$ cat src/design/sst_pkg.sv
// Shared types and fixed constants of the sliding sum-threshold flagger.
// Depends on nothing; every other design file refers to it by scoped names.
package sst_pkg;

  localparam int unsigned SAMPLE_W = 24;
  localparam int unsigned THRESH_W = 24;
  localparam logic [THRESH_W-1:0] THRESH_RESET = 24'hFFFFFF;

  // One input request as it sits in the input register.
  typedef struct packed {
    logic signed [SAMPLE_W-1:0] sample;
    logic                       masked;
    logic                       last_in_line;
  } sst_item_t;

  // Control passed from the window core to the output drain.
  typedef struct packed {
    logic load;
    logic line_end;
  } sst_ctl_t;

endpackage

$ cat src/design/sliding_sum_threshold_flagger.sv
// Sliding sum-threshold flagger: each step passes through the input register, then the drain register, to the results.
// Throughput one request per cycle while the output drain has room; a line end of n pending
// samples holds the input while the output drain hands the flush out.
// Reset (rst_n low, synchronous) empties the window and drain and sets the
// threshold to its maximum; the stored sample values are not cleared.
module sliding_sum_threshold_flagger #(
  parameter int unsigned WINDOW = 8
) (
  input  logic                          clk,
  input  logic                          rst_n,
  input  logic                          in_valid,
  output logic                          in_ready,
  input  logic signed [sst_pkg::SAMPLE_W-1:0] in_sample,
  input  logic                          in_masked,
  input  logic                          in_last_in_line,
  output logic                          out_valid,
  input  logic                          out_ready,
  output logic                          out_flag,
  output logic                          out_line_end,
  input  logic                          cfg_wr_en,
  input  logic [sst_pkg::THRESH_W-1:0]  cfg_wr_data
);

  localparam int unsigned CNT_W = $clog2(WINDOW + 1);

  // Threshold register. The user writes it only while no line is in progress; the block does not enforce this.
  logic [sst_pkg::THRESH_W-1:0] threshold_r;

  always_ff @(posedge clk) begin
    if (!rst_n) begin
      threshold_r <= sst_pkg::THRESH_RESET;
    end else if (cfg_wr_en) begin
      threshold_r <= cfg_wr_data;
    end
  end

  // Input register. A request sits here until the output drain has room for
  // whatever this sample produces; the window core then consumes it in the
  // same cycle. Because the drain reports room when its final result is being
  // taken, a steady stream moves through at one request per cycle while results are taken and no flush drains.
  logic               s1_valid_r;
  sst_pkg::sst_item_t s1_item_r;
  logic               s1_go;
  logic               free;

  assign s1_go    = s1_valid_r && free;
  assign in_ready = !s1_valid_r || s1_go;

  always_ff @(posedge clk) begin
    if (!rst_n) begin
      s1_valid_r <= 1'b0;
    end else if (in_valid && in_ready) begin
      s1_valid_r <= 1'b1;
    end else if (s1_go) begin
      s1_valid_r <= 1'b0;
    end
  end

  always_ff @(posedge clk) begin
    if (in_valid && in_ready) begin
      s1_item_r.sample       <= in_sample;
      s1_item_r.masked       <= in_masked;
      s1_item_r.last_in_line <= in_last_in_line;
    end
  end

  // The window core updates the running sum and count, tests the full window
  // and produces the flags of every sample that leaves on this step.
  sst_pkg::sst_ctl_t ctl;
  logic [WINDOW-1:0] flags;
  logic [CNT_W-1:0]  count;

  sst_window #(
    .WINDOW (WINDOW)
  ) u_window (
    .clk       (clk),
    .rst_n     (rst_n),
    .go        (s1_go),
    .item      (s1_item_r),
    .threshold (threshold_r),
    .ctl       (ctl),
    .flags     (flags),
    .count     (count)
  );

  // The drain registers those flags and presents them one result per cycle while out_ready is high,
  // oldest sample first, with line_end on the final result of a line.
  sst_drain #(
    .WINDOW (WINDOW)
  ) u_drain (
    .clk          (clk),
    .rst_n        (rst_n),
    .ctl          (ctl),
    .flags        (flags),
    .count        (count),
    .free         (free),
    .out_valid    (out_valid),
    .out_ready    (out_ready),
    .out_flag     (out_flag),
    .out_line_end (out_line_end)
  );

  // The last sample of a line always produces at least one result.
  a_line_end_emits: assert property (@(posedge clk) disable iff (!rst_n)
    (s1_go && s1_item_r.last_in_line) |=> (out_valid && u_drain.out_valid))
    else $error("line end produced no result");

  // Input is refused only while a request waits in the input register.
  a_stall_cause: assert property (@(posedge clk) disable iff (!rst_n)
    !in_ready |-> (s1_valid_r && !free))
    else $error("input refused without a waiting request");

  // A waiting request holds its contents until the core takes it.
  a_s1_hold: assert property (@(posedge clk) disable iff (!rst_n)
    (s1_valid_r && !s1_go) |=> (s1_valid_r && $stable(s1_item_r)))
    else $error("waiting request lost or changed");

endmodule

$ cat src/design/sst_window.sv
// Window core: pending samples, running sum, unmasked count and the threshold test.
// Depends on sst_pkg for the item and control types and the widths.
module sst_window #(
  parameter int unsigned WINDOW = 8,
  localparam int unsigned IDX_W = (WINDOW > 1) ? $clog2(WINDOW) : 1,
  localparam int unsigned CNT_W = $clog2(WINDOW + 1)
) (
  input  logic                           clk,
  input  logic                           rst_n,
  input  logic                           go,
  input  sst_pkg::sst_item_t             item,
  input  logic [sst_pkg::THRESH_W-1:0]   threshold,
  output sst_pkg::sst_ctl_t              ctl,
  output logic [WINDOW-1:0]              flags,
  output logic [CNT_W-1:0]               count
);

  localparam int unsigned SUM_W  = sst_pkg::SAMPLE_W + $clog2(WINDOW);
  localparam int unsigned PROD_W = sst_pkg::THRESH_W + CNT_W;
  localparam int unsigned SW     = sst_pkg::SAMPLE_W;

  logic [WINDOW-1:0][SW-1:0] samp_r, samp_w, samp_nxt;
  logic [WINDOW-1:0]         mask_r, mask_w, mask_nxt;
  logic [WINDOW-1:0]         pend_r, pend_w, pend_h, pend_nxt;
  logic signed [SUM_W-1:0]   sum_r, sum_t, sum_nxt, add_v, sub_v;
  logic [CNT_W-1:0]          cnt_r, cnt_t, cnt_nxt;
  logic [IDX_W-1:0]          fill_r, fill_nxt;
  logic [CNT_W-1:0]          fill_t;
  logic                      full;
  logic [SUM_W-1:0]          mag;
  logic [PROD_W-1:0]         prod;
  logic                      hit;

  always_comb begin
    // Place the new sample at the first free slot.
    for (int i = 0; i < WINDOW; i++) begin
      if (IDX_W'(i) == fill_r) begin
        samp_w[i] = item.sample;
        mask_w[i] = item.masked;
        pend_w[i] = 1'b0;
      end else begin
        samp_w[i] = samp_r[i];
        mask_w[i] = mask_r[i];
        pend_w[i] = pend_r[i];
      end
    end

    add_v  = item.masked ? '0 : SUM_W'(item.sample);
    sum_t  = sum_r + add_v;
    cnt_t  = cnt_r + CNT_W'(!item.masked);
    fill_t = CNT_W'(fill_r) + CNT_W'(1);
    full   = (fill_t == CNT_W'(WINDOW));

    // Mean test without a division: |sum| > threshold * count.
    mag  = sum_t[SUM_W-1] ? SUM_W'(-sum_t) : SUM_W'(sum_t);
    prod = PROD_W'(threshold) * PROD_W'(cnt_t);
    hit  = full && (cnt_t != '0) && (PROD_W'(mag) > prod);

    pend_h = hit ? {WINDOW{1'b1}} : pend_w;
    flags  = mask_w | pend_h;

    sub_v = mask_w[0] ? '0 : SUM_W'(signed'(samp_w[0]));

    ctl.load     = go;
    ctl.line_end = item.last_in_line;

    if (item.last_in_line) begin
      // Line end: flush everything pending and start a clean line.
      count    = fill_t;
      samp_nxt = samp_w;
      mask_nxt = '0;
      pend_nxt = '0;
      sum_nxt  = '0;
      cnt_nxt  = '0;
      fill_nxt = '0;
    end else if (full) begin
      // Full window: the oldest sample leaves and the rest move down.
      count    = CNT_W'(1);
      samp_nxt = samp_w >> SW;
      mask_nxt = mask_w >> 1;
      pend_nxt = pend_h >> 1;
      sum_nxt  = sum_t - sub_v;
      cnt_nxt  = cnt_t - CNT_W'(!mask_w[0]);
      fill_nxt = IDX_W'(WINDOW - 1);
    end else begin
      count    = '0;
      samp_nxt = samp_w;
      mask_nxt = mask_w;
      pend_nxt = pend_w;
      sum_nxt  = sum_t;
      cnt_nxt  = cnt_t;
      fill_nxt = fill_t[IDX_W-1:0];
    end
  end

  always_ff @(posedge clk) begin
    if (!rst_n) begin
      mask_r <= '0;
      pend_r <= '0;
      sum_r  <= '0;
      cnt_r  <= '0;
      fill_r <= '0;
    end else if (go) begin
      mask_r <= mask_nxt;
      pend_r <= pend_nxt;
      sum_r  <= sum_nxt;
      cnt_r  <= cnt_nxt;
      fill_r <= fill_nxt;
    end
  end

  always_ff @(posedge clk) begin
    if (go) begin
      samp_r <= samp_nxt;
    end
  end

endmodule

$ cat src/design/sst_drain.sv
// Output drain: holds the flags of one step and hands them out one per cycle while out_ready is high.
// Depends on sst_pkg for the control type.
module sst_drain #(
  parameter int unsigned WINDOW = 8,
  localparam int unsigned CNT_W = $clog2(WINDOW + 1)
) (
  input  logic              clk,
  input  logic              rst_n,
  input  sst_pkg::sst_ctl_t ctl,
  input  logic [WINDOW-1:0] flags,
  input  logic [CNT_W-1:0]  count,
  output logic              free,
  output logic              out_valid,
  input  logic              out_ready,
  output logic              out_flag,
  output logic              out_line_end
);

  logic [WINDOW-1:0] flags_r, flags_nxt;
  logic [CNT_W-1:0]  cnt_r, cnt_nxt;
  logic              end_r, end_nxt;

  assign out_valid    = (cnt_r != '0);
  assign out_flag     = flags_r[0];
  assign out_line_end = end_r && (cnt_r == CNT_W'(1));
  // The buffer can take a new step once its last pending result leaves.
  assign free         = (cnt_r == '0) || ((cnt_r == CNT_W'(1)) && out_ready);

  always_comb begin
    flags_nxt = flags_r;
    cnt_nxt   = cnt_r;
    end_nxt   = end_r;
    if (ctl.load) begin
      flags_nxt = flags;
      cnt_nxt   = count;
      end_nxt   = ctl.line_end;
    end else if (out_valid && out_ready) begin
      flags_nxt = flags_r >> 1;
      cnt_nxt   = cnt_r - CNT_W'(1);
    end
  end

  always_ff @(posedge clk) begin
    if (!rst_n) begin
      cnt_r <= '0;
      end_r <= 1'b0;
    end else begin
      cnt_r <= cnt_nxt;
      end_r <= end_nxt;
    end
  end

  always_ff @(posedge clk) begin
    flags_r <= flags_nxt;
  end

endmodule

$ cat config.mk
export PLATFORM = sky130hd
export DESIGN_NAME = sliding_sum_threshold_flagger
export DESIGN_NICKNAME = d
export VERILOG_FILES = /design/src/design/sst_pkg.sv /design/src/design/sliding_sum_threshold_flagger.sv /design/src/design/sst_window.sv /design/src/design/sst_drain.sv
export SDC_FILE = /design/constraint.sdc
export NUM_CORES = 1
export LEC_CHECK = 0
export BUFFER_PORTS_ARGS = -buffer_cell sky130_fd_sc_hd__buf_4
export CORE_ASPECT_RATIO = 0.6
export CORE_MARGIN = 2
export CORE_UTILIZATION = 35
export DETAILED_ROUTE_END_ITERATION = 12
export GPL_TIMING_DRIVEN = 0
export MAX_ROUTING_LAYER = met4
export SLEW_MARGIN = 20
export SYNTH_ARGS = -nofsm -noshare
export SYNTH_HDL_FRONTEND = slang
export SYNTH_HIERARCHICAL = 1
export SYNTH_SLANG_ARGS = --single-unit
$ cat constraint.sdc
create_clock -name clk -period 21.6 [get_ports clk]
set_input_delay 4.32 -clock clk [delete_from_list [all_inputs] [get_ports clk]]
set_output_delay 4.32 -clock clk [all_outputs]
set_load 0.02 [all_outputs]
==> impl_metrics.json, run 1 <==
{
  "r2r_end": "u_drain/flags_r[6]",
  "multi_input_area_mm2": 0.0116,
  "status": "completed",
  "yosysWarningCount": 6,
  "synth_edf_count": 226,
  "numPortBuffers": 56,
  "syn_area_mm2": 0.0211,
  "synth_cell_types": 83,
  "wl_met3_mm": 5.36,
  "drt_iter0_markers": 1921,
  "area_growth_pct": 12.3,
  "fillers": 5874,
  "ios": 59,
  "total_power_mw": 2.34,
  "worst-r2r-setup-slack_ns": 12.26,
  "layout_min_cycle_time_ns": 9.58,
  "cp.arrival_ns": 5.26,
  "worstPathCellList": "clkbuf_1 -> a21oi_1 -> nor3_1 -> nand2b_1 -> buf_4",
  "clockBufferDepth": 3,
  "first_pass_iters": 5,
  "whs_ns": 0.469,
  "cts_hold_buffers": 0,
  "wl_per_cell_um": 18.7,
  "drv_slew": 0,
  "grt_overflow_total": 0,
  "synth_ff_type": "edfxtp_1",
  "async_flop_share": 0,
  "clkSinkCount": 306,
  "setup_violations": 0,
  "end_kind": "primary output",
  "die_height_um": 194,
  "grt_pass1_wl_mm": 97.0,
  "p_leak_nw": 9.45,
  "fin_skew_ns": 0.0197,
  "min_from": "u_window/sum_r[15]",
  "dp_hpwl_mm": 46.9,
  "clkTransAtPathRegs_ns": 0.06,
  "irDropWorstVdd_v": 0.0000751,
  "hold_path_class": "reg -> reg",
  "ant_nets": 0,
  "power.density_mw_per_mm2": 99.1,
  "tightestPinTransition_ns": 1.16,
  "syn_inst": 2344,
  "htreeDepth": 2,
  "dr.max_layer_used": "met4",
  "dr_wl_met2_mm": 22.7,
  "cts-root-buf": "clkbuf_16",
  "syn_area_per_cell_um2": 8.99,
  "min_path_cells": 2,
  "dieArea_mm2": 0.0623,
  "rsz0062_at_grt": "no",
  "seqCellArea_mm2": 0.00839,
  "diodes": 0,
  "syn_nets": 2569,
  "finalHoldViolCount": 0,
  "cts_setup_buffers": 0,
  "cts_tree": "yes",
  "worstRegToRegCells": 33,
  "critPathLaunchType": "input port",
  "clock_latency_ns": 0.55,
  "num_vias": 17956,
  "nets": 2666,
  "drcViolationCount": 0,
  "slew-limit-headroom": 0.226,
  "critical_path_required_ns": 17.28,
  "min_to": "u_window/sum_r[15]",
  "core_mm2": 0.0594,
  "grtUsageTotal": 0.199,
  "core.rowCount": 69,
  "period_share": 0.444,
  "cp_slowest_stage_delay_ns": 0.27,
  "worstPathMaxFanout": 9,
  "seq_area_frac_synth": 0.398,
  "drive_gt1_frac": 0.0657,
  "crit_type": "in -> out",
  "grt_pass1_vias": 17156,
  "drv_cap": 0,
  "gp_congestion": 0.943,
  "wl_met1_mm": 31.9,
  "slowest_stage": "clkbuf_1",
  "grt_max_degree": 54,
  "grt_antenna_before_repair": 0,
  "vias_per_cell": 5.53,
  "routed_wl_mm": 60.6,
  "initial_core_util": 0.355,
  "finalSetupTns_ns": 0,
  "fmax_ghz": 0.104,
  "synth-seq-cells": 306,
  "numCtsBuffers": 35,
  "fp.dieW_um": 321,
  "r2r-start": "s1_item_r[1]",
  "cts_resized": 0
}
==> flip-flops by register name (all words and copies together) (netlist names), 3 cells and up <==
signal	count
u_window/pend_r	8
u_window/samp_r	192
u_window/mask_r	8
u_window/sum_r	27
u_drain/cnt_r	4
threshold_r	24
u_window/fill_r	3
u_window/cnt_r	4
u_drain/flags_r	8
s1_item_r	26
==> synth_stat cells, types with 5 or more instances <==
master     instances  area [um^2]
mux2_2            22          248
o211ai_1          11         82.6
nand3_1           22          110
ha_1             124         1550
o2bb2ai_1          6         52.6
o31ai_1            9         67.6
o22ai_1          171         1070
fa_1              46          921
mux2_1             7         78.8
and3_1            10         62.6
nor2b_1           57          357
inv_1            126          473
xor2_1            36          315
nor4_1             9         56.3
nand2_1          175          657
buf_1             29          109
edfxtp_1         226         6790
nor2_1           443         1660
a31oi_1           14         87.6
xnor2_1           53          464
and2_1            82          513
a21oi_1          105          526
and4_1             6         52.6
dfxtp_1           80         1600
a221oi_1           5         43.8
a21boi_0           7         52.6
nand2b_1          13         81.3
nor3_1            40          200
nand4_1           16          100
mux2i_1           57          571
clkbuf_1          98          368
or2_2              5         31.3
a311o_1            6         60.1
a21o_1            32          240
o21ai_0           73          365
o21ai_1            5         25.0
a22oi_1            6         45.0
a211oi_1          14          105
o21bai_1           8         60.1
o21a_1            16          120
==> through the flow <==
step | area (um^2) | cells | worst slack (ns) | util
floorplan | 21100 | 2344 | 10.73 | -
global placement | 22500 | 3181 | 7.27 | 0.378
detailed placement | 22600 | 3185 | 12.03 | 0.380
CTS | 23700 | 3247 | 12.02 | 0.398
global route | 23700 | 3247 | 11.54 | 0.399
finish | 23700 | 3247 | 12.02 | 0.399
==> kinds of logic after synthesis <==
family,after synthesis,share of synthesized area
AOI/OAI and AO/OA,531,0.162
xor gates and xnor gates,90,0.0377
buffers and inverters,265,0.0502
and+or+nand+nor,896,0.192
DFF,306,0.398
adders and majority gates,170,0.117
muxes,86,0.0426
==> report_power, final <==
part           internal, mW  switching, mW  total (mW)
clock network         0.331          0.250       0.582
logic                 0.338          0.552       0.890
registers             0.811         0.0608       0.872
total                  1.48          0.864        2.34
==> how the worst max path moves through the flow <==
| stage | from | end | slack (ns) | cells past startpoint |
|---|---|---|---|---|
| global route | s1_item_r[1] | u_drain/flags_r[6] | 11.54 | 33 |
| floorplan | out_ready | u_window/pend_r[0] | 10.73 | 10 |
| detailed placement | out_ready | in_ready | 12.03 | 5 |
| CTS | out_ready | in_ready | 12.02 | 5 |
| finish | out_ready | in_ready | 12.02 | 5 |
| global placement | out_ready | u_window/pend_r[3] | 7.27 | 10 |
==> critical path: cells and delay by family <==
family / cells / cell delay, ns
buffers and inverters: 2 / 0.42
and+or+nand+nor: 2 / 0.40
AOI/OAI and AO/OA: 1 / 0.12
==> per-layer routing <==
metal / GRT usage / vias up
met3: 0.0370 / 45
met5: - / -
met2: 0.255 / 674
met1: 0.320 / 8706
met4: 0.0310 / 0
li1: - / 8531
==> layout make-up <==
cell class	instances	share of cell area
Clock buffer	47	0.0398
Buffer	137	0.0244
Timing Repair Buffer	60	0.0221
Inverter	128	0.0203
Sequential cell	306	0.354
Multi-Input combinational cell	1773	0.492
Tap cell	781	0.0413
Clock inverter	15	0.00576
==> layout by cell type, fill, tap and decap left out, types with 7 or more instances in the layout <==
cell / count
nand4_1: 16
buf_1: 29
mux2i_1: 57
o21a_1: 16
nor2b_1: 57
nand3_1: 22
ha_1: 124
buf_4: 59
nor2_1: 443
o211ai_1: 11
a211oi_1: 14
a21oi_1: 105
inv_1: 126
and3_1: 10
xnor2_1: 53
a21boi_0: 7
nor4_1: 9
mux2_2: 22
clkbuf_1: 109
o22ai_1: 171
clkinv_1: 7
a21o_1: 32
dfxtp_1: 80
clkbuf_16: 36
edfxtp_1: 226
o21ai_0: 73
o21bai_1: 8
nor3_1: 40
xor2_1: 35
nand2b_1: 13
and2_1: 80
mux2_1: 7
o31ai_1: 9
nand2_1: 175
a31oi_1: 14
fa_1: 46
Note: power is estimated with default switching activity, not from simulation.
==> run 2, diff against run 1 <==
clock period = 7.67 ns   (was 21.6 ns; I/O delays follow)
==> impl_metrics.json, run 2 (synthesized netlist as in run 1, its figures left out) <==
{
  "status": "completed",
  "ant_nets": 0,
  "whs_ns": 0.478,
  "layout_min_cycle_time_ns": 7.43,
  "drv_slew": 0,
  "seqCellArea_mm2": 0.00839,
  "dieArea_mm2": 0.0623,
  "num_vias": 17941,
  "fillers": 5909,
  "nets": 2675,
  "top_register": "u_window/samp_r",
  "period_share": 0.969,
  "grtUsageTotal": 0.198,
  "finalHoldViolCount": 0,
  "irDropWorstVdd_v": 0.000234,
  "gp_congestion": 0.927,
  "placedCellCount": 3186,
  "fmax_ghz": 0.135,
  "drive_gt1_frac": 0.0848,
  "drv_cap": 0,
  "grt_pass1_vias": 16920,
  "final_cell_mix": "nor2_1, edfxtp_1, nand2_1",
  "dp_hpwl_mm": 47.2,
  "grt_antenna_before_repair": 0,
  "numPortBuffers": 56,
  "cp_num_buf_inv": 2,
  "initial_core_util": 0.355,
  "wl_per_cell_um": 18.7,
  "routed_wl_mm": 61.0,
  "cp.arrival_ns": 7.72,
  "top_regs": "u_window/samp_r (192), u_window/sum_r (27), s1_item_r (26)",
  "end_kind": "flip-flop",
  "clkSinkCount": 306,
  "fin_skew_ns": 0.0195,
  "first_pass_iters": 6,
  "clkTransAtPathRegs_ns": 0.07,
  "cp_slowest_stage_delay_ns": 0.62,
  "area_growth_pct": 14.0,
  "critPathLaunchType": "flip-flop",
  "stdcell_area_mm2": 0.0240,
  "multi_input_area_mm2": 0.0118,
  "largest_reg_flops": 192,
  "crit_type": "reg -> reg",
  "slew-limit-headroom": 0.239,
  "ios": 59,
  "slowest_stage": "or4b_4",
  "core_mm2": 0.0594,
  "cts_hold_buffers": 0,
  "critical_path_required_ns": 7.95,
  "grt_pass1_wl_mm": 96.6,
  "drcViolationCount": 0,
  "crit_family": "simple AND/OR/NAND/NOR gates",
  "clock_latency_ns": 0.55,
  "numCtsBuffers": 35,
  "core.rowCount": 69,
  "drt_iter0_markers": 1926,
  "final_common_cell": "nor2_1",
  "fp.dieW_um": 321,
  "fin_cells": 3258,
  "p_leak_nw": 9.61,
  "total_power_mw": 6.71,
  "cts-root-buf": "clkbuf_16",
  "tightestPinTransition_ns": 1.14,
  "cts_tree": "yes",
  "hold_path_class": "reg -> reg",
  "placed_area_mm2": 0.0226,
  "die_height_um": 194,
  "htreeDepth": 2,
  "power.density_mw_per_mm2": 279,
  "setup_violations": 0,
  "grt_overflow_total": 0,
  "grt_max_degree": 53,
  "finalSetupTns_ns": 0,
  "worstPathMaxFanout": 10,
  "vias_per_cell": 5.51,
  "clockBufferDepth": 3
}
run 2: cell types whose count changed in the layout (fill, tap and decap cells not counted), moves of 3 or more:
| cell | change |
|---|---|
| clkbuf_2 | +5 |
| nor3_1 | -3 |
| buf_4 | +13 |
| clkinv_1 | +3 |
| xnor2_4 | +3 |
| buf_12 | +3 |
| clkbuf_1 | -20 |
run 2: final timing paths:
kind                            cells after the start                 end  slack, ns                from
worst max-delay path                               26  u_drain/flags_r[3]       0.24        s1_item_r[1]
worst min-delay path                                2  u_window/sum_r[15]       0.48  u_window/sum_r[15]
worst max register to register                     26  u_drain/flags_r[3]       0.24        s1_item_r[1]
worst min register to register                      2  u_window/sum_r[15]       0.48  u_window/sum_r[15]
run 2: layout make-up:
type | count | share of cell area
timing repair buffer | 73 | 0.0266
inverter | 128 | 0.0200
clock inverter | 21 | 0.00802
multi-input combinational | 1773 | 0.492
clock buffer | 42 | 0.0393
sequential | 306 | 0.349
antenna | 1 | 0.000104
buffer | 133 | 0.0243
tap | 781 | 0.0407
run 2: stage by stage:
step | setup slack, ns | utilization
4_1_cts | 0.00828 | 0.402
3_3_place_gp | -1.27 | 0.378
2_1_floorplan | 0.897 | -
6_report | 0.237 | 0.405
3_5_place_dp | -1.44 | 0.380
5_1_grt | -0.00797 | 0.405
run 2: metal layers:
metal | vias up | global-route usage | wire length [um]
li1 | 8565 | - | -
met1 | 8688 | 0.320 | 32000
met2 | 632 | 0.255 | 23000
met3 | 56 | 0.0348 | 5160
met4 | 0 | 0.0313 | 816
met5 | - | - | 0
run 2: repair_timing:
| action | CTS | global route |
|---|---|---|
| setup endpoints to repair | 15 | 15 |
| resized for setup | 26 | 30 |
| pin swaps | 3 | 6 |
| setup buffers | 5 | 7 |
run 2: where the power goes:
group          leakage [nW]  switching [mW]  internal [mW]
clock                 0.551           0.740          0.956
combinational          6.30            1.57          0.977
sequential             2.76           0.175           2.28
total                  9.61            2.49           4.22
run 2: worst min-delay path, delay by kind of cell, from the launching register on:
family	cells	cell delay [ns]
simple gates	1	0.05
compound gates	1	0.06
flops	1	0.34
==> run 3, diff against run 2 <==
clock period = 9.4 ns   (was 7.67 ns; I/O delays follow)
==> impl_metrics.json, run 3 (synthesized netlist as in run 1, its figures left out) <==
{
  "grt_pass1_wl_mm": 97.0,
  "finalHoldViolCount": 0,
  "tightestPinTransition_ns": 1.17,
  "clkSinkCount": 306,
  "crit_type": "reg -> reg",
  "cp_slowest_stage_delay_ns": 0.61,
  "top_register": "u_window/samp_r",
  "cp-endpoint": "u_drain/flags_r[6]",
  "grt_max_degree": 54,
  "core_mm2": 0.0594,
  "r2r_end": "u_drain/flags_r[6]",
  "clkTransAtPathRegs_ns": 0.06,
  "numCtsBuffers": 35,
  "cp_common_cell": "a21oi_1",
  "clockBufferDepth": 3,
  "nets": 2665,
  "fin_skew_ns": 0.0232,
  "first_pass_iters": 6,
  "core.rowCount": 69,
  "htreeDepth": 2,
  "numPortBuffers": 56,
  "die_height_um": 194,
  "total_power_mw": 5.39,
  "drive_gt1_frac": 0.0686,
  "vias_per_cell": 5.54,
  "irDropWorstVdd_v": 0.000173,
  "diodes": 0,
  "min_path_cells": 2,
  "routed_wl_mm": 60.6,
  "gp_congestion": 0.943,
  "cts_setup_buffers": 0,
  "initial_core_util": 0.355,
  "slowest_stage": "edfxtp_1",
  "period_share": 0.938,
  "cp.arrival_ns": 9.10,
  "status": "completed",
  "area_growth_pct": 12.5,
  "worstPathMaxFanout": 10,
  "final_cell_mix": "nor2_1, edfxtp_1, nand2_1",
  "critPathLaunchType": "flip-flop",
  "globalRoute.busiestLayer": "met1",
  "hold_path_class": "reg -> reg",
  "drt_iter0_markers": 2001,
  "fin_cells": 3246,
  "grt.met2_usage": 0.255,
  "cts_tree": "yes",
  "cts-root-buf": "clkbuf_16",
  "cts_resized": 0,
  "grt_antenna_before_repair": 0,
  "critical_path_required_ns": 9.69,
  "r2r-start": "s1_item_r[1]",
  "use_met1": 0.320,
  "p_leak_nw": 9.48,
  "setup_slack_ns": 0.587,
  "top_regs": "u_window/samp_r (192), u_window/sum_r (27), s1_item_r (26)",
  "whs_ns": 0.471,
  "largest_reg_flops": 192,
  "fp.dieW_um": 321,
  "clock_latency_ns": 0.55,
  "grt_overflow_total": 0,
  "power.density_mw_per_mm2": 227,
  "grt_pass1_vias": 17156,
  "worst-r2r-setup-slack_ns": 0.59,
  "grtUsageTotal": 0.199,
  "wl_per_cell_um": 18.7,
  "dp_hpwl_mm": 46.9,
  "slew-limit-headroom": 0.217,
  "place_ws_ns": 0.342,
  "fmax_ghz": 0.113,
  "worstRegToRegCells": 32,
  "setup_violations": 0,
  "ios": 59,
  "num_vias": 17973,
  "dieArea_mm2": 0.0623,
  "placedCellCount": 3185,
  "critPathLaunch": "s1_item_r[1]",
  "drcViolationCount": 0,
  "ant_nets": 0,
  "drv_cap": 0,
  "drv_slew": 0,
  "final_common_cell": "nor2_1",
  "end_kind": "flip-flop",
  "layout_min_cycle_time_ns": 8.81,
  "met3_usage": 0.0370,
  "cts_hold_buffers": 0
}
==> run 3: cell types whose count changed in the layout (fill, tap and decap cells not counted), sizes merged <==
cell / delta
buf: -17
clkbuf: +12
clkinv: -3
clkinvlp: -2
diode: -1
inv: -1
==> run 3: how the worst min path moves through the flow <==
stage | endpoint | slack (ns) | start
floorplan | u_window/sum_r[15] | 0.43 | u_window/sum_r[15]
global placement | u_window/sum_r[15] | 0.45 | u_window/sum_r[15]
detailed placement | u_window/sum_r[15] | 0.45 | u_window/sum_r[15]
CTS | u_window/sum_r[15] | 0.47 | u_window/sum_r[15]
global route | u_window/sum_r[24] | 0.50 | u_window/sum_r[24]
finish | u_window/sum_r[15] | 0.47 | u_window/sum_r[15]
==> run 3: stage by stage <==
stage          utilization  TNS (ns)  cell area, um^2
2_1_floorplan            -         0            21100
3_3_place_gp         0.378    -99.14            22500
3_5_place_dp         0.380         0            22600
4_1_cts              0.398         0            23700
5_1_grt              0.399  -0.00575            23700
6_report             0.399         0            23700
==> run 3: cell type report <==
class,count,area (um^2)
clock inverters,15,136
clock buffers,47,942
fillers,5882,35700
flip-flops and latches,306,8390
plain buffers,136,578
multi-input cells,1773,11700
inverters,128,480
repair buffers,60,523
well taps,781,977
==> run 3: layer usage <==
| metal | wire (um) | vias to the layer above |
|---|---|---|
| li1 | - | 8527 |
| met1 | 31600 | 8662 |
| met2 | 22800 | 727 |
| met3 | 5520 | 57 |
| met4 | 733 | 0 |
| met5 | 0 | - |
==> run 3: worst max-delay path, delay by kind of cell, from the launching register on <==
| kind | cells | cell delay [ns] |
|---|---|---|
| DFF | 1 | 0.61 |
| adders and majority gates | 6 | 2.23 |
| and+or+nand+nor | 2 | 0.36 |
| AOI/OAI and AO/OA | 17 | 3.48 |
| buffers and inverters | 5 | 1.41 |
| xor gates and xnor gates | 1 | 0.10 |
| muxes | 1 | 0.38 |
==> run 3: where the power goes <==
part / leakage (nW) / switching [mW] / internal, mW
combinational: 6.19 / 1.27 / 0.777
sequential: 2.76 / 0.141 / 1.86
clock: 0.525 / 0.576 / 0.761
